===== config.mk =====
export PLATFORM = sky130hd
export DESIGN_NAME = http_request_header_parser_flat
export DESIGN_NICKNAME = d
export VERILOG_FILES = /design/src/design/hrp_pkg.sv /design/src/design/hrp_in_if.sv /design/src/design/hrp_out_if.sv /design/src/design/hrp_ram.sv /design/src/design/hrp_front.sv /design/src/design/hrp_cmd_fifo.sv /design/src/design/hrp_back.sv /design/src/design/http_request_header_parser.sv /design/src/flat_wrapper.sv
export SDC_FILE = /design/constraint.sdc
export NUM_CORES = 1
export LEC_CHECK = 0
export ABC_AREA = 1
export ABC_CLOCK_PERIOD_IN_PS = 5400
export BUFFER_PORTS_ARGS = -buffer_cell sky130_fd_sc_hd__buf_2
export CAP_MARGIN = 20
export CORE_MARGIN = 3
export CORE_UTILIZATION = 40
export DETAILED_ROUTE_END_ITERATION = 12
export PLACE_DENSITY = 0.63
export SETUP_SLACK_MARGIN = 0.15
export SKIP_CTS_REPAIR_TIMING = 1
export SYNTH_ARGS = -nofsm -noshare
export SYNTH_HDL_FRONTEND = slang
export SYNTH_SLANG_ARGS = --single-unit

===== constraint.sdc =====
create_clock -name clk -period 5.4 [get_ports clk]
set_input_delay 0.54 -clock clk [delete_from_list [all_inputs] [get_ports clk]]
set_output_delay 0.54 -clock clk [all_outputs]
set_load 0.01 [all_outputs]

===== src/design/hrp_pkg.sv =====
// ----------------------------------------------------------------------------
// hrp_pkg
// shared types, codes and helper functions of the http request header parser
// ----------------------------------------------------------------------------
`timescale 1ns / 1ps

package hrp_pkg;

  // default depth of the held whitespace store
  localparam int HELD_SPACE_MAX_DEF = 16;
  // width of a held whitespace count or index (covers depths up to 63)
  localparam int HC_W = 6;
  // entries in the command queue between front and back
  localparam int CMD_DEPTH = 4;

  // token kinds
  localparam logic [2:0] KIND_METHOD = 3'd0;
  localparam logic [2:0] KIND_PATH   = 3'd1;
  localparam logic [2:0] KIND_KEY    = 3'd2;
  localparam logic [2:0] KIND_VALUE  = 3'd3;
  localparam logic [2:0] KIND_PAIR   = 3'd4;
  localparam logic [2:0] KIND_STATUS = 3'd5;

  // status codes
  localparam logic [7:0] STAT_COMPLETE   = 8'd0;
  localparam logic [7:0] STAT_INCOMPLETE = 8'd1;
  localparam logic [7:0] STAT_MALFORMED  = 8'd2;
  localparam logic [7:0] STAT_OVERFLOW   = 8'd3;

  // characters
  localparam logic [7:0] CH_SP    = 8'h20;
  localparam logic [7:0] CH_CR    = 8'h0D;
  localparam logic [7:0] CH_LF    = 8'h0A;
  localparam logic [7:0] CH_TAB   = 8'h09;
  localparam logic [7:0] CH_VT    = 8'h0B;
  localparam logic [7:0] CH_FF    = 8'h0C;
  localparam logic [7:0] CH_COLON = 8'h3A;
  localparam logic [7:0] CH_UA    = 8'h41;
  localparam logic [7:0] CH_UZ    = 8'h5A;
  localparam logic [7:0] CASE_OFS = 8'h20;

  localparam logic [2:0] MLEN_SAT = 3'd7;

  typedef enum logic [2:0] {
    PH_METHOD = 3'd0,
    PH_PATH   = 3'd1,
    PH_REST   = 3'd2,
    PH_KEY    = 3'd3,
    PH_VALUE  = 3'd4
  } phase_t;

  // operation of one command slot
  typedef enum logic [1:0] {
    OP_NONE    = 2'd0,
    OP_EMIT    = 2'd1,
    OP_HOLD    = 2'd2,
    OP_RELEASE = 2'd3
  } op_t;

  // steps of one command in the back end
  typedef enum logic [1:0] {
    STEP_PRE  = 2'd0,
    STEP_REL  = 2'd1,
    STEP_MAIN = 2'd2,
    STEP_STAT = 2'd3
  } step_t;

  // one command per input byte
  typedef struct packed {
    op_t              pre_op;
    logic [2:0]       pre_kind;
    logic [7:0]       pre_data;
    logic [HC_W-1:0]  pre_idx;
    op_t              main_op;
    logic [2:0]       main_kind;
    logic [7:0]       main_data;
    logic [HC_W-1:0]  main_idx;
    logic             stat_en;
    logic [7:0]       stat_data;
  } cmd_t;

  typedef struct packed {
    op_t             op;
    logic [7:0]      data;
    logic [HC_W-1:0] idx;
    logic [HC_W-1:0] h_next;
    logic            ts_next;
    logic            ovf;
  } feed_t;

  function automatic logic is_ws(input logic [7:0] b);
    return (b == CH_SP) || (b == CH_LF) || (b == CH_CR) || (b == CH_TAB) ||
           (b == CH_FF) || (b == CH_VT);
  endfunction

  function automatic logic [2:0] method_len(input logic [2:0] i);
    logic [2:0] r;
    case (i)
      3'd0: r = 3'd7;
      3'd1: r = 3'd3;
      3'd2: r = 3'd4;
      3'd3: r = 3'd4;
      3'd4: r = 3'd3;
      3'd5: r = 3'd6;
      3'd6: r = 3'd5;
      3'd7: r = 3'd7;
      default: r = 3'd0;
    endcase
    return r;
  endfunction

  function automatic logic [7:0] method_char(input logic [2:0] i, input logic [2:0] pos);
    logic [55:0] s;
    logic [55:0] t;
    case (i)
      3'd0: s = "OPTIONS";
      3'd1: s = {"GET", 32'h0};
      3'd2: s = {"HEAD", 24'h0};
      3'd3: s = {"POST", 24'h0};
      3'd4: s = {"PUT", 32'h0};
      3'd5: s = {"DELETE", 8'h0};
      3'd6: s = {"TRACE", 16'h0};
      3'd7: s = "CONNECT";
      default: s = 56'h0;
    endcase
    t = s << {pos, 3'b000};
    return t[55:48];
  endfunction

  // one byte into a key or value: drop leading whitespace, hold later whitespace, or release held bytes and the byte
  function automatic feed_t feed(input logic [7:0] b, input logic [2:0] kind,
                                 input logic [HC_W-1:0] h, input logic ts,
                                 input logic [HC_W-1:0] hmax);
    feed_t r;
    r.op      = OP_NONE;
    r.data    = b;
    r.idx     = h;
    r.h_next  = h;
    r.ts_next = ts;
    r.ovf     = 1'b0;
    if (is_ws(b)) begin
      if (ts) begin
        if (h >= hmax) begin
          r.ovf = 1'b1;
        end else begin
          r.op     = OP_HOLD;
          r.h_next = h + 1'b1;
        end
      end
    end else begin
      r.op      = OP_RELEASE;
      r.h_next  = '0;
      r.ts_next = 1'b1;
      if (kind == KIND_KEY && b >= CH_UA && b <= CH_UZ) begin
        r.data = b + CASE_OFS;
      end
    end
    return r;
  endfunction

endpackage


===== src/design/hrp_in_if.sv =====
// ----------------------------------------------------------------------------
// hrp_in_if
// request byte channel, valid / ready
// ----------------------------------------------------------------------------
`timescale 1ns / 1ps

interface hrp_in_if;
  logic       valid;
  logic       ready;
  logic [7:0] byte_in;
  logic       end_of_request;

  modport source (output valid, output byte_in, output end_of_request, input ready);
  modport sink   (input valid, input byte_in, input end_of_request, output ready);
endinterface


===== src/design/hrp_out_if.sv =====
// ----------------------------------------------------------------------------
// hrp_out_if
// token channel, valid / ready
// ----------------------------------------------------------------------------
`timescale 1ns / 1ps

interface hrp_out_if;
  logic       valid;
  logic       ready;
  logic [2:0] token_kind;
  logic [7:0] token_data;
  logic       run_last;

  modport source (output valid, output token_kind, output token_data, output run_last,
                  input ready);
  modport sink   (input valid, input token_kind, input token_data, input run_last,
                  output ready);
endinterface


===== src/design/hrp_ram.sv =====
// ----------------------------------------------------------------------------
// hrp_ram
// generic simple dual port ram, one write and one registered read port
// ----------------------------------------------------------------------------
`timescale 1ns / 1ps

module hrp_ram #(
  parameter int WIDTH = 8,
  parameter int DEPTH = 16,
  parameter int AW    = (DEPTH > 1) ? $clog2(DEPTH) : 1
) (
  input  logic             clk,
  input  logic             we,
  input  logic [AW-1:0]    waddr,
  input  logic [WIDTH-1:0] wdata,
  input  logic             re,
  input  logic [AW-1:0]    raddr,
  output logic [WIDTH-1:0] rdata
);

  logic [WIDTH-1:0] mem [DEPTH];

  always_ff @(posedge clk) begin
    if (we) begin
      mem[waddr] <= wdata;
    end
    if (re) begin
      rdata <= mem[raddr];
    end
  end

endmodule


===== src/design/hrp_front.sv =====
// ----------------------------------------------------------------------------
// hrp_front
// byte classifier: request line and header state, one command per byte
// ----------------------------------------------------------------------------
`timescale 1ns / 1ps

module hrp_front #(
  parameter int HELD_SPACE_MAX = hrp_pkg::HELD_SPACE_MAX_DEF
) (
  input  logic          clk,
  input  logic          rst,
  hrp_in_if.sink        req,
  output logic          push,
  output hrp_pkg::cmd_t push_cmd,
  input  logic          full
);

  localparam logic [hrp_pkg::HC_W-1:0] HMAX = hrp_pkg::HC_W'(HELD_SPACE_MAX);

  hrp_pkg::phase_t           phase, phase_next;
  logic [7:0]                method_match, method_match_next;
  logic [2:0]                method_length, method_length_next;
  logic [hrp_pkg::HC_W-1:0]  held_count, held_count_next;
  logic                      token_started, token_started_next;
  logic                      line_empty, line_empty_next;
  logic                      decided, decided_next;
  logic                      cr_wait, cr_wait_next;
  logic                      accept;
  hrp_pkg::cmd_t             c;

  assign req.ready = !full;
  assign accept    = req.valid && !full;
  assign push_cmd  = c;
  assign push      = accept && ((c.pre_op != hrp_pkg::OP_NONE) ||
                                (c.main_op != hrp_pkg::OP_NONE) || c.stat_en);

  always_comb begin
    hrp_pkg::feed_t f1;
    hrp_pkg::feed_t f2;
    logic           stop;
    logic           found;
    logic [2:0]     code;
    logic [7:0]     mask;
    logic [7:0]     b;

    b     = req.byte_in;
    stop  = 1'b0;
    found = 1'b0;
    code  = '0;
    mask  = '0;
    f1    = hrp_pkg::feed(hrp_pkg::CH_CR, hrp_pkg::KIND_KEY, '0, 1'b0, HMAX);
    f2    = f1;

    phase_next         = phase;
    method_match_next  = method_match;
    method_length_next = method_length;
    held_count_next    = held_count;
    token_started_next = token_started;
    line_empty_next    = line_empty;
    decided_next       = decided;
    cr_wait_next       = cr_wait;

    c.pre_op    = hrp_pkg::OP_NONE;
    c.pre_kind  = '0;
    c.pre_data  = '0;
    c.pre_idx   = '0;
    c.main_op   = hrp_pkg::OP_NONE;
    c.main_kind = '0;
    c.main_data = '0;
    c.main_idx  = '0;
    c.stat_en   = 1'b0;
    c.stat_data = '0;

    if (!decided) begin
      case (phase)
        hrp_pkg::PH_METHOD: begin
          if (b == hrp_pkg::CH_SP) begin
            for (int i = 7; i >= 0; i--) begin
              if (method_match[i] && hrp_pkg::method_len(3'(i)) == method_length) begin
                found = 1'b1;
                code  = 3'(i);
              end
            end
            if (found) begin
              c.main_op   = hrp_pkg::OP_EMIT;
              c.main_kind = hrp_pkg::KIND_METHOD;
              c.main_data = {5'b0, code};
              phase_next  = hrp_pkg::PH_PATH;
            end else begin
              c.stat_en    = 1'b1;
              c.stat_data  = hrp_pkg::STAT_MALFORMED;
              decided_next = 1'b1;
            end
          end else begin
            for (int i = 0; i < 8; i++) begin
              mask[i] = method_match[i] && (method_length < hrp_pkg::method_len(3'(i))) &&
                        (hrp_pkg::method_char(3'(i), method_length) == b);
            end
            method_match_next = mask;
            if (method_length < hrp_pkg::MLEN_SAT) begin
              method_length_next = method_length + 1'b1;
            end
            if (mask == '0) begin
              c.stat_en    = 1'b1;
              c.stat_data  = hrp_pkg::STAT_MALFORMED;
              decided_next = 1'b1;
            end
          end
        end

        hrp_pkg::PH_PATH: begin
          if (cr_wait) begin
            cr_wait_next = 1'b0;
            if (b == hrp_pkg::CH_LF) begin
              c.stat_en    = 1'b1;
              c.stat_data  = hrp_pkg::STAT_MALFORMED;
              decided_next = 1'b1;
              stop         = 1'b1;
            end else begin
              c.pre_op   = hrp_pkg::OP_EMIT;
              c.pre_kind = hrp_pkg::KIND_PATH;
              c.pre_data = hrp_pkg::CH_CR;
            end
          end
          if (!stop) begin
            if (b == hrp_pkg::CH_SP) begin
              phase_next = hrp_pkg::PH_REST;
            end else if (b == hrp_pkg::CH_CR) begin
              cr_wait_next = 1'b1;
            end else begin
              c.main_op   = hrp_pkg::OP_EMIT;
              c.main_kind = hrp_pkg::KIND_PATH;
              c.main_data = b;
            end
          end
        end

        hrp_pkg::PH_REST: begin
          if (cr_wait && b == hrp_pkg::CH_LF) begin
            cr_wait_next       = 1'b0;
            phase_next         = hrp_pkg::PH_KEY;
            line_empty_next    = 1'b1;
            token_started_next = 1'b0;
            held_count_next    = '0;
          end else begin
            cr_wait_next = (b == hrp_pkg::CH_CR);
          end
        end

        hrp_pkg::PH_KEY: begin
          if (cr_wait) begin
            cr_wait_next = 1'b0;
            if (b == hrp_pkg::CH_LF) begin
              c.stat_en    = 1'b1;
              c.stat_data  = line_empty ? hrp_pkg::STAT_COMPLETE : hrp_pkg::STAT_MALFORMED;
              decided_next = 1'b1;
              stop         = 1'b1;
            end else begin
              line_empty_next    = 1'b0;
              f1 = hrp_pkg::feed(hrp_pkg::CH_CR, hrp_pkg::KIND_KEY, held_count,
                                 token_started, HMAX);
              c.pre_op           = f1.op;
              c.pre_kind         = hrp_pkg::KIND_KEY;
              c.pre_data         = f1.data;
              c.pre_idx          = f1.idx;
              held_count_next    = f1.h_next;
              token_started_next = f1.ts_next;
              if (f1.ovf) begin
                c.stat_en    = 1'b1;
                c.stat_data  = hrp_pkg::STAT_OVERFLOW;
                decided_next = 1'b1;
                stop         = 1'b1;
              end
            end
          end
          if (!stop) begin
            if (b == hrp_pkg::CH_CR) begin
              cr_wait_next = 1'b1;
            end else begin
              line_empty_next = 1'b0;
              if (b == hrp_pkg::CH_COLON) begin
                held_count_next    = '0;
                token_started_next = 1'b0;
                phase_next         = hrp_pkg::PH_VALUE;
              end else begin
                f2 = hrp_pkg::feed(b, hrp_pkg::KIND_KEY, held_count_next,
                                   token_started_next, HMAX);
                c.main_op          = f2.op;
                c.main_kind        = hrp_pkg::KIND_KEY;
                c.main_data        = f2.data;
                c.main_idx         = f2.idx;
                held_count_next    = f2.h_next;
                token_started_next = f2.ts_next;
                if (f2.ovf) begin
                  c.stat_en    = 1'b1;
                  c.stat_data  = hrp_pkg::STAT_OVERFLOW;
                  decided_next = 1'b1;
                end
              end
            end
          end
        end

        hrp_pkg::PH_VALUE: begin
          if (cr_wait) begin
            cr_wait_next = 1'b0;
            if (b == hrp_pkg::CH_LF) begin
              c.main_op          = hrp_pkg::OP_EMIT;
              c.main_kind        = hrp_pkg::KIND_PAIR;
              c.main_data        = '0;
              phase_next         = hrp_pkg::PH_KEY;
              line_empty_next    = 1'b1;
              token_started_next = 1'b0;
              held_count_next    = '0;
              stop               = 1'b1;
            end else begin
              f1 = hrp_pkg::feed(hrp_pkg::CH_CR, hrp_pkg::KIND_VALUE, held_count,
                                 token_started, HMAX);
              c.pre_op           = f1.op;
              c.pre_kind         = hrp_pkg::KIND_VALUE;
              c.pre_data         = f1.data;
              c.pre_idx          = f1.idx;
              held_count_next    = f1.h_next;
              token_started_next = f1.ts_next;
              if (f1.ovf) begin
                c.stat_en    = 1'b1;
                c.stat_data  = hrp_pkg::STAT_OVERFLOW;
                decided_next = 1'b1;
                stop         = 1'b1;
              end
            end
          end
          if (!stop) begin
            if (b == hrp_pkg::CH_CR) begin
              cr_wait_next = 1'b1;
            end else begin
              f2 = hrp_pkg::feed(b, hrp_pkg::KIND_VALUE, held_count_next,
                                 token_started_next, HMAX);
              c.main_op          = f2.op;
              c.main_kind        = hrp_pkg::KIND_VALUE;
              c.main_data        = f2.data;
              c.main_idx         = f2.idx;
              held_count_next    = f2.h_next;
              token_started_next = f2.ts_next;
              if (f2.ovf) begin
                c.stat_en    = 1'b1;
                c.stat_data  = hrp_pkg::STAT_OVERFLOW;
                decided_next = 1'b1;
              end
            end
          end
        end

        default: begin
          phase_next = hrp_pkg::PH_METHOD;
        end
      endcase
    end

    // end of request: close with a status if none yet, then back to reset state
    if (req.end_of_request) begin
      if (!decided_next) begin
        c.stat_en   = 1'b1;
        c.stat_data = ((phase_next == hrp_pkg::PH_METHOD) || (phase_next == hrp_pkg::PH_PATH) ||
                       (phase_next == hrp_pkg::PH_REST)) ? hrp_pkg::STAT_MALFORMED
                                                         : hrp_pkg::STAT_INCOMPLETE;
      end
      phase_next         = hrp_pkg::PH_METHOD;
      method_match_next  = 8'hFF;
      method_length_next = '0;
      held_count_next    = '0;
      token_started_next = 1'b0;
      line_empty_next    = 1'b1;
      decided_next       = 1'b0;
      cr_wait_next       = 1'b0;
    end
  end

  always_ff @(posedge clk) begin
    if (rst) begin
      phase         <= hrp_pkg::PH_METHOD;
      method_match  <= 8'hFF;
      method_length <= '0;
      held_count    <= '0;
      token_started <= 1'b0;
      line_empty    <= 1'b1;
      decided       <= 1'b0;
      cr_wait       <= 1'b0;
    end else if (accept) begin
      phase         <= phase_next;
      method_match  <= method_match_next;
      method_length <= method_length_next;
      held_count    <= held_count_next;
      token_started <= token_started_next;
      line_empty    <= line_empty_next;
      decided       <= decided_next;
      cr_wait       <= cr_wait_next;
    end
  end

endmodule


===== src/design/hrp_cmd_fifo.sv =====
// ----------------------------------------------------------------------------
// hrp_cmd_fifo
// short command queue between classifier and token sequencer
// ----------------------------------------------------------------------------
`timescale 1ns / 1ps

module hrp_cmd_fifo (
  input  logic          clk,
  input  logic          rst,
  input  logic          push,
  input  hrp_pkg::cmd_t push_cmd,
  output logic          full,
  input  logic          pop,
  output hrp_pkg::cmd_t head,
  output logic          empty
);

  localparam int PW = (hrp_pkg::CMD_DEPTH > 1) ? $clog2(hrp_pkg::CMD_DEPTH) : 1;
  localparam int CW = $clog2(hrp_pkg::CMD_DEPTH + 1);
  localparam logic [PW-1:0] PTR_LAST = PW'(hrp_pkg::CMD_DEPTH - 1);
  localparam logic [CW-1:0] CNT_FULL = CW'(hrp_pkg::CMD_DEPTH);

  hrp_pkg::cmd_t  slots [hrp_pkg::CMD_DEPTH];
  logic [PW-1:0]  wp;
  logic [PW-1:0]  rp;
  logic [CW-1:0]  count;

  assign full  = (count == CNT_FULL);
  assign empty = (count == '0);
  assign head  = slots[rp];

  always_ff @(posedge clk) begin
    if (push) begin
      slots[wp] <= push_cmd;
    end
  end

  always_ff @(posedge clk) begin
    if (rst) begin
      wp    <= '0;
      rp    <= '0;
      count <= '0;
    end else begin
      if (push) begin
        wp <= (wp == PTR_LAST) ? '0 : wp + 1'b1;
      end
      if (pop) begin
        rp <= (rp == PTR_LAST) ? '0 : rp + 1'b1;
      end
      case ({push, pop})
        2'b10:   count <= count + 1'b1;
        2'b01:   count <= count - 1'b1;
        default: count <= count;
      endcase
    end
  end

endmodule


===== src/design/hrp_back.sv =====
// ----------------------------------------------------------------------------
// hrp_back
// token sequencer: holds and releases whitespace, drives the token register
// ----------------------------------------------------------------------------
`timescale 1ns / 1ps

module hrp_back #(
  parameter int HELD_SPACE_MAX = hrp_pkg::HELD_SPACE_MAX_DEF
) (
  input  logic          clk,
  input  logic          rst,
  input  hrp_pkg::cmd_t head,
  input  logic          cmd_valid,
  output logic          pop,
  hrp_out_if.source     tok
);

  localparam int AW = (HELD_SPACE_MAX > 1) ? $clog2(HELD_SPACE_MAX) : 1;

  hrp_pkg::step_t           ptr, ptr_next;
  logic [hrp_pkg::HC_W-1:0] rel_i, rel_i_next;
  logic                     primed, primed_next;

  logic                     out_valid;
  logic [2:0]               out_kind;
  logic [7:0]               out_data;
  logic                     out_last;
  logic                     out_free;

  logic                     emit;
  logic [2:0]               emit_kind;
  logic [7:0]               emit_data;
  logic                     emit_last;

  logic                     we;
  logic [AW-1:0]            waddr;
  logic [7:0]               wdata;
  logic                     re;
  logic [AW-1:0]            raddr;
  logic [7:0]               rdata;

  logic [3:0]               has;
  logic [3:0]               tok_steps;
  logic [3:0]               avail;
  logic [3:0]               later;
  hrp_pkg::step_t           eff;
  logic                     done_step;

  assign out_free      = !out_valid || tok.ready;
  assign tok.valid      = out_valid;
  assign tok.token_kind = out_kind;
  assign tok.token_data = out_data;
  assign tok.run_last   = out_last;

  hrp_ram #(
    .WIDTH (8),
    .DEPTH (HELD_SPACE_MAX),
    .AW    (AW)
  ) u_held (
    .clk   (clk),
    .we    (we),
    .waddr (waddr),
    .wdata (wdata),
    .re    (re),
    .raddr (raddr),
    .rdata (rdata)
  );

  // which steps of the head command are present, and which make a token
  always_comb begin
    has[0] = (head.pre_op != hrp_pkg::OP_NONE);
    has[1] = (head.main_op == hrp_pkg::OP_RELEASE) && (head.main_idx != '0);
    has[2] = (head.main_op != hrp_pkg::OP_NONE);
    has[3] = head.stat_en;
    tok_steps[0] = (head.pre_op == hrp_pkg::OP_EMIT);
    tok_steps[1] = has[1];
    tok_steps[2] = (head.main_op == hrp_pkg::OP_EMIT) || (head.main_op == hrp_pkg::OP_RELEASE);
    tok_steps[3] = head.stat_en;
    avail = has & ~((4'b0001 << ptr) - 4'b0001);
    eff   = hrp_pkg::STEP_STAT;
    for (int i = 3; i >= 0; i--) begin
      if (avail[i]) begin
        eff = hrp_pkg::step_t'(2'(i));
      end
    end
    later = avail & ~((4'b0010 << eff) - 4'b0001);
  end

  always_comb begin
    ptr_next    = ptr;
    rel_i_next  = rel_i;
    primed_next = primed;
    done_step   = 1'b0;
    emit        = 1'b0;
    emit_kind   = '0;
    emit_data   = '0;
    emit_last   = !(|(later & tok_steps));
    we          = 1'b0;
    waddr       = '0;
    wdata       = '0;
    re          = 1'b0;
    raddr       = rel_i[AW-1:0];
    pop         = 1'b0;

    if (cmd_valid) begin
      case (eff)
        hrp_pkg::STEP_PRE: begin
          if (head.pre_op == hrp_pkg::OP_HOLD) begin
            we        = 1'b1;
            waddr     = head.pre_idx[AW-1:0];
            wdata     = head.pre_data;
            done_step = 1'b1;
          end else if (out_free) begin
            emit      = 1'b1;
            emit_kind = head.pre_kind;
            emit_data = head.pre_data;
            done_step = 1'b1;
          end
        end

        hrp_pkg::STEP_REL: begin
          // starts the read burst first, then one held byte a cycle while the token output is free
          if (!primed) begin
            re          = 1'b1;
            raddr       = rel_i[AW-1:0];
            primed_next = 1'b1;
          end else if (out_free) begin
            emit      = 1'b1;
            emit_kind = head.main_kind;
            emit_data = rdata;
            if (rel_i + 1'b1 < head.main_idx) begin
              re         = 1'b1;
              raddr      = rel_i[AW-1:0] + 1'b1;
              rel_i_next = rel_i + 1'b1;
            end else begin
              rel_i_next  = '0;
              primed_next = 1'b0;
              done_step   = 1'b1;
            end
          end
        end

        hrp_pkg::STEP_MAIN: begin
          if (head.main_op == hrp_pkg::OP_HOLD) begin
            we        = 1'b1;
            waddr     = head.main_idx[AW-1:0];
            wdata     = head.main_data;
            done_step = 1'b1;
          end else if (out_free) begin
            emit      = 1'b1;
            emit_kind = head.main_kind;
            emit_data = head.main_data;
            done_step = 1'b1;
          end
        end

        hrp_pkg::STEP_STAT: begin
          if (out_free) begin
            emit      = 1'b1;
            emit_kind = hrp_pkg::KIND_STATUS;
            emit_data = head.stat_data;
            done_step = 1'b1;
          end
        end

        default: begin
          done_step = 1'b0;
        end
      endcase

      if (done_step) begin
        if (later == '0) begin
          pop      = 1'b1;
          ptr_next = hrp_pkg::STEP_PRE;
        end else begin
          ptr_next = hrp_pkg::step_t'(eff + 2'd1);
        end
      end
    end
  end

  always_ff @(posedge clk) begin
    if (rst) begin
      ptr       <= hrp_pkg::STEP_PRE;
      rel_i     <= '0;
      primed    <= 1'b0;
      out_valid <= 1'b0;
    end else begin
      ptr    <= ptr_next;
      rel_i  <= rel_i_next;
      primed <= primed_next;
      if (emit) begin
        out_valid <= 1'b1;
      end else if (tok.ready) begin
        out_valid <= 1'b0;
      end
    end
  end

  always_ff @(posedge clk) begin
    if (emit) begin
      out_kind <= emit_kind;
      out_data <= emit_data;
      out_last <= emit_last;
    end
  end

endmodule


===== src/design/http_request_header_parser.sv =====
// ----------------------------------------------------------------------------
// http_request_header_parser
// streaming http/1.1 request header parser, one request byte per beat
// ----------------------------------------------------------------------------
// A request byte is accepted whenever the command queue has a free slot; a
// byte that causes no token and holds no whitespace takes no further time.
// Each token then passes through the token sequencer, a byte of held
// whitespace is stored in the held store ram, and a release of held
// whitespace first starts a read burst from that ram. While the token output
// is not stalled, held bytes then leave at one per cycle, and the sustained
// rate, set by the token sequencer, is one byte per cycle for ordinary text.
// The held store needs no clearing pass after reset. Tokens emitted before a
// status other than complete belong to a request that must be discarded
// downstream.
// ----------------------------------------------------------------------------
`timescale 1ns / 1ps

module http_request_header_parser #(
  parameter int HELD_SPACE_MAX = hrp_pkg::HELD_SPACE_MAX_DEF
) (
  input logic        clk,
  input logic        rst,
  hrp_in_if.sink     req,
  hrp_out_if.source  tok
);

  // command path from classifier to sequencer
  logic          push;
  hrp_pkg::cmd_t push_cmd;
  logic          full;
  logic          pop;
  hrp_pkg::cmd_t head;
  logic          empty;

  // classifier: tracks method, path, header line state per request byte
  hrp_front #(
    .HELD_SPACE_MAX (HELD_SPACE_MAX)
  ) u_front (
    .clk      (clk),
    .rst      (rst),
    .req      (req),
    .push     (push),
    .push_cmd (push_cmd),
    .full     (full)
  );

  // short queue so that input can go on during a whitespace release burst until the queue is full
  hrp_cmd_fifo u_fifo (
    .clk      (clk),
    .rst      (rst),
    .push     (push),
    .push_cmd (push_cmd),
    .full     (full),
    .pop      (pop),
    .head     (head),
    .empty    (empty)
  );

  // sequencer: stores held whitespace, emits tokens with the last-of-beat flag
  hrp_back #(
    .HELD_SPACE_MAX (HELD_SPACE_MAX)
  ) u_back (
    .clk       (clk),
    .rst       (rst),
    .head      (head),
    .cmd_valid (!empty),
    .pop       (pop),
    .tok       (tok)
  );

endmodule

===== src/flat_wrapper.sv =====
// flat-port wrapper written by rule: the top's interface ports become plain ports
module http_request_header_parser_flat 
#(
  parameter int HELD_SPACE_MAX = hrp_pkg::HELD_SPACE_MAX_DEF
)
  (clk, rst, req_valid, req_byte_in, req_end_of_request, req_ready, tok_valid, tok_token_kind, tok_token_data, tok_run_last, tok_ready);
  hrp_in_if req_i ();
  hrp_out_if tok_i ();
  input logic clk;
  input logic rst;
  input wire logic [$bits(req_i.valid)-1:0] req_valid;
  input wire logic [$bits(req_i.byte_in)-1:0] req_byte_in;
  input wire logic [$bits(req_i.end_of_request)-1:0] req_end_of_request;
  output wire logic [$bits(req_i.ready)-1:0] req_ready;
  output wire logic [$bits(tok_i.valid)-1:0] tok_valid;
  output wire logic [$bits(tok_i.token_kind)-1:0] tok_token_kind;
  output wire logic [$bits(tok_i.token_data)-1:0] tok_token_data;
  output wire logic [$bits(tok_i.run_last)-1:0] tok_run_last;
  input wire logic [$bits(tok_i.ready)-1:0] tok_ready;
  assign req_i.valid = req_valid;
  assign req_i.byte_in = req_byte_in;
  assign req_i.end_of_request = req_end_of_request;
  assign req_ready = req_i.ready;
  assign tok_valid = tok_i.valid;
  assign tok_token_kind = tok_i.token_kind;
  assign tok_token_data = tok_i.token_data;
  assign tok_run_last = tok_i.run_last;
  assign tok_i.ready = tok_ready;
  http_request_header_parser #(.HELD_SPACE_MAX(HELD_SPACE_MAX)) u_core (.clk(clk), .rst(rst), .req(req_i), .tok(tok_i));
endmodule

# Yosys cells after proc, flatten, opt, wreduce, memory -nomap -nowiden
# Memories as Yosys holds them, arrays and structs flattened. A register that Yosys moved wholly into a read port is not among the register bits.
# Cells that the tools add are included.
[totals] ff_bits=53 mem_bits_rw=316 inputBits=13 out_inout_bits=14 word_cells=504 mem_count=2
[op_classes] n_addsub=14 n_lt_le_gt_ge=12 n_eq_ne=44 n_shift=10 mux=329 n_bitwise=6 reduce_logical=69
[mem_list] memory="u_core.u_fifo.slots" words=4 word_bits=47 rd=1 rd_clocked_by_memory_dff=1 write_ports=1 line_no="hrp_cmd_fifo.sv:23" rtl="hrp_pkg::cmd_t slots [hrp_pkg::CMD_DEPTH];"
[mem_list] memory="u_core.u_back.u_held.mem" words=16 word_bits=8 rd=1 rd_clocked_by_memory_dff=1 write_ports=1 line_no="hrp_ram.sv:21" rtl="logic [WIDTH-1:0] mem [DEPTH];"
[ops] op="$mux W56" n=24
[ops] op="$shl A56 B6 Y56" n=8
[ops] op="$mux W3" n=61
[ops] op="$mux W6" n=25
[ops] op="$mux W28" n=5
[ops] op="$mux W9" n=15
[ops] op="$mux W8" n=16
[ops] op="$mux W1" n=126
[ops] op="$mux W12" n=6
[ops] op="$eq A8 B8 Y1" n=8
[ops] op="$mux W19" n=3
[ops] op="$pmux W13 S4" n=1
[ops] op="$mux W47" n=1
[ops] op="$eq A8 B4 Y1 const B" n=5
[ops] op="$pmux W13 S3" n=1
[ops] op="$pmux W9 S4" n=1
[ops] op="$mux W2" n=17
[ops] op="$mux W32" n=1
[ops] op="$mux W4" n=8
[ops] op="$pmux W8 S4" n=1
[ops] op="$logic_and A1 B1 Y1" n=29
[ops] op="$mux W13" n=2
[ops] op="$add A6 B1 Y6 const B" n=4
[ops] op="$pmux W6 S2" n=2
[ops] op="other kinds (51)" n=114

# Longest topological paths before layout
[depth] depth_word=31 depth_mapped=29 mapped_depth_nobuf=27

# Modules after synthesis
# A second synthesis with hierarchy kept.
[hier_totals] cells_unflattened=2032 hier_area_um2=19288.5
[by_module_without_submodules] module="hrp_cmd_fifo" instances=1 cells_per_inst=515 area_each_um2=7838.8
[by_module_without_submodules] module="hrp_ram" instances=1 cells_per_inst=551 area_each_um2=5846.9
[by_module_without_submodules] module="hrp_front" instances=1 cells_per_inst=680 area_each_um2=3627.2
[by_module_without_submodules] module="hrp_back" instances=1 cells_per_inst=285 area_each_um2=1971.9
[by_module_without_submodules] module="http_request_header_parser" instances=1 cells_per_inst=1 area_each_um2=3.8

# Least setup slack after synthesis
# No wires, ideal clock.
[synth_timing] path_kind="register to register" startpoint="register u_core.u_front.method_length[0]" endpoint="memory u_core.u_fifo.slots[3][0] (netlist name) (enable)" arrival_ps=3465 path_slack_ps=1516 path_stages_with_launch=17 path_buffers=2 synth_period_minus_slack_ps=3884 path_cell_list="dfxtp_1 > clkbuf_1 > inv_1 > ha_1 > clkbuf_1 > nand2_1 > inv_1 > o21ai_1 > nand3_1 > nand3_1 > nand2_1 > nor2_1 > a21oi_1 > nor2_1 > nand3_2 > nand2_4 > nor2_1"
[synth_rtl] element="from (decl)" line_no="hrp_front.sv:22" rtl="logic [2:0] method_length, method_length_next;"
[synth_rtl] element="from (signal assigned)" line_no="hrp_front.sv:292" rtl="method_length <= method_length_next;"
[synth_rtl] element="to (decl)" line_no="hrp_cmd_fifo.sv:23"

==> flow_summary.toml <==
[run_status]
outcome = "finished, final reports clean"

[grt]
antenna_found_initial = 1
grt-ovfl-total = 0
grt_use_total_pct = 20.3
grt_pass1_vias = 11600
grt_max_degree = 65
grt_pass1_wl_um = 66400

[setup_path]
crit_path_top_delay_cell = "inv_2"
crit_chain = "inv_1, buf_4, nand2_1, a32oi_2, inv_2, nor3_1, nand2_1, nand2_1, nand2_1, inv_2, ha_1, nand3_1, nor2_1, inv_2, nand2_1, o21ai_4, inv_2, nand2_1, nand3_1, nand3_1, nand2_1, nand2_1, nand2_1"
crit_path_max_fanout = 64
max_stage_delay_ns = 0.77
crit_arrival_ns = 5.10
path_depth = 23
start_kind = "flip-flop"
reg2reg_slack_ns = 0.72
cpMostUsedCell = "nand2_1"
required_ns = 5.82
path_delay_family = "simple AND/OR/NAND/NOR gates"
critPathBufInv = 6
end_kind = "flip-flop"
criticalPathCategory = "reg -> reg"
reg2reg_depth = 23

[layout]
diodes = 0
fin_nets = 1783
layout-drive-gt1-share_pct = 9.05
fillers = 3660
fin_cells = 2278
area_growth_pct = 11.5

[detailed_routing]
drt_iter0_drc = 1141
drc = 0
vias = 12300
final_antenna_net_count = 0
wl_per_cell_um = 18.7
drt_wl_total_um = 42500
viasPerCell = 5.42
first_pass_iters = 5

[synth]
synth-simple-area-share_pct = 25.7
synthMuxAreaShare_pct = 0
synth.net_count = 1764
synthArstFlopShare_pct = 0
syn_area_per_cell_sq_um = 9.13
synthFlopType = "edfxtp_1"
synth.distinct_cells = 57
ys_ff_latch = 315
yosysSeqAreaShare_pct = 57.5
synth.area.top_cells = "edfxtp_1 52%, nand2_1 13%, dfxtp_1 5.5%"
synth_fa_ha_area_share_pct = 2.52
synth-compound-area-share_pct = 8.45
synth_top_area_share_pct = 52.0
yosysTopAreaCell = "edfxtp_1"
yosys_warnings = 0
synth-edff-count = 272
netlist_instances = 1720
synth_xor_area_share_pct = 0.446
syn_area_sq_mm = 0.0157
synth_top_family_by_area = "simple AND/OR/NAND/NOR gates"

[timing]
setup_viol = 0
clock.fmax_ghz = 0.214
max_slew_margin_pct = 27.6
finalCriticalPeriod_ns = 4.68
setup_tns_ns = 0
hold_viol = 0
finalCritPeriodShare_pct = 86.7
worstMarginPinSlew_ns = 1.08
rsz0062_at_grt = "no"
drv_slew = 0
clock_skew_ns = 0.0299
setup_ws_ns = 0.720

[min_path]
min_path_cells = 4
min_path_type = "in -> reg"

[place]
gp_congestion = 0.927
port_buffers = 26
hpwl_um = 29600
dp.cells = 2212
post-place-ws_ns = 0.801

[floorplanning]
start_util_pct = 41.1
die_h_um = 204
fp.dieArea_sq_mm = 0.0417
core.rowCount = 71
die_w_um = 204
io_pins = 27
design.core.area_sq_mm = 0.0382

[pwr]
powerDensity_mw_per_mm2 = 407
p_int_mw = 4.86
p_leak_nw = 6.81
power_mw = 7.12
p_comb_share_pct = 22.8
ir_drop_mv = 0.219
pwr-share-clk_pct = 34.2
power.share.sequential_pct = 43.0
netSwitchingFraction_pct = 31.7
p_sw_mw = 2.25

[clock_tree]
cts-root-buf = "clkbuf_16"
cts_made_buffers = 36
clockBufferDepth = 3
clkTransAtPathRegs_ns = 0.06
clk_latency_ns = 0.55
cts.sinks = 315
htree_num_levels = 2
cts_tree = "yes"

[flow_run]
cap_violations = 0
[per-stage QoR]
| stage | hold WS (ns) | cell area [sq um] | util, % |
|---|---|---|---|
| after floorplan | 0.453 | 15700 | - |
| after global placement | 0.474 | 16300 | 42.8 |
| after detailed placement | 0.480 | 16300 | 42.8 |
| after CTS | 0.390 | 17500 | 45.8 |
| after global routing | 0.429 | 17500 | 45.8 |
| final | 0.409 | 17500 | 45.8 |
[per-layer routing]
layer  wire (um)  track usage [%]  up-vias
met5           0                0        -
met4         894             5.75        0
met3        3040             3.17       62
met2       18700             30.5      484
met1       19900             30.6     5871
li1            -                -     5922
[final cells by class]
type                       count  area [sq um]  area share, %
multi-input combinational   1209          5880           33.6
inverter                     129           489           2.79
clock inverter                21           241           1.38
sequential                   315          9030           51.6
clock buffer                  45           935           5.34
tap                          511           639           3.65
timing repair buffer          48           295           1.69
[cell families (layout without fill, tap and decap cells)]
logic type,Yosys count,in the layout
adders and majority gates,31,31
buffers and inverters,196,243
DFF,315,315
xor gates and xnor gates,8,8
AOI/OAI and AO/OA,223,223
and+or+nand+nor,947,947
[cells in the mapped netlist, drive strengths merged (5+ instances only)]
master / count
ha: 30
buf: 39
nor3: 15
o22ai: 19
a32o: 10
a32oi: 6
a211oi: 5
or2: 6
clkbuf: 28
a31oi: 6
xor2: 6
nor2: 200
nand3: 146
dfxtp: 43
a21oi: 76
nand2: 533
nand4: 40
o21ai: 83
inv: 126
edfxtp: 272
[final timing paths]
kind,start,endpoint
setup / recovery,flip-flop,u_core.u_back.u_held.rdata[7]
hold / removal,tok_ready,u_core.u_back.tok.valid
setup reg to reg,flip-flop,u_core.u_back.u_held.rdata[7]
hold reg to reg,u_core.u_front.line_empty,u_core.u_front.line_empty
[registers in the layout, indices dropped and copies added, names as in the netlist, 3 cells and up, named ones only]
name,flops
u_core.u_back.rel_i,6
u_core.u_back.tok.token_data,8
u_core.u_back.tok.token_kind,3
u_core.u_back.u_held.mem,128
u_core.u_back.u_held.rdata,8
u_core.u_fifo.count,3
u_core.u_fifo.slots,124
u_core.u_front.held_count,6
u_core.u_front.method_length,3
u_core.u_front.method_match,8
u_core.u_front.phase,3
[power by group through the flow]
stage	logic [mW]	clock network [mW]	registers, mW
after detailed placement	1.61	0	3.11
after global routing	1.80	2.59	3.08
after CTS	1.62	2.48	3.06
after global placement	1.58	0	3.11
final	1.62	2.44	3.06
after floorplan	1.10	0	3.10
[worst register-to-register path, delay by kind of cell (launching register included)]
kind | cells | cell delay [ns]
flip-flops | 1 | 0.47
buffers and inverters | 6 | 1.65
AO/OA/AOI/OAI | 2 | 0.35
AND/OR/NAND/NOR | 14 | 1.89
adder cells (fa/ha/maj) | 1 | 0.21
[cell usage in the layout, fill, tap and decap left out, types with 3 or more instances in the layout]
cell       instances
a32oi_1            5
o22ai_1           19
nand3b_1           4
o21ai_1            7
ha_1              30
nor2_2             7
a21oi_1           76
nor2_4            10
dfxtp_1           42
nor2_1           182
nand2_1          524
o22a_1             3
nand3_1          143
a31oi_1            6
inv_2             14
a32o_1            10
edfxtp_1         272
xor2_1             6
clkinv_1          10
clkinv_2           4
nand2_2            5
o21ai_0           71
nand4_1           40
clkbuf_1           9
nor3_1            14
or2_2              6
bufinv_16          4
nand2_4            4
a211oi_1           5
buf_4             22
inv_1            110
o21ai_2            3
buf_2             26
clkbuf_16         36
(Power assumes the default switching activity.)
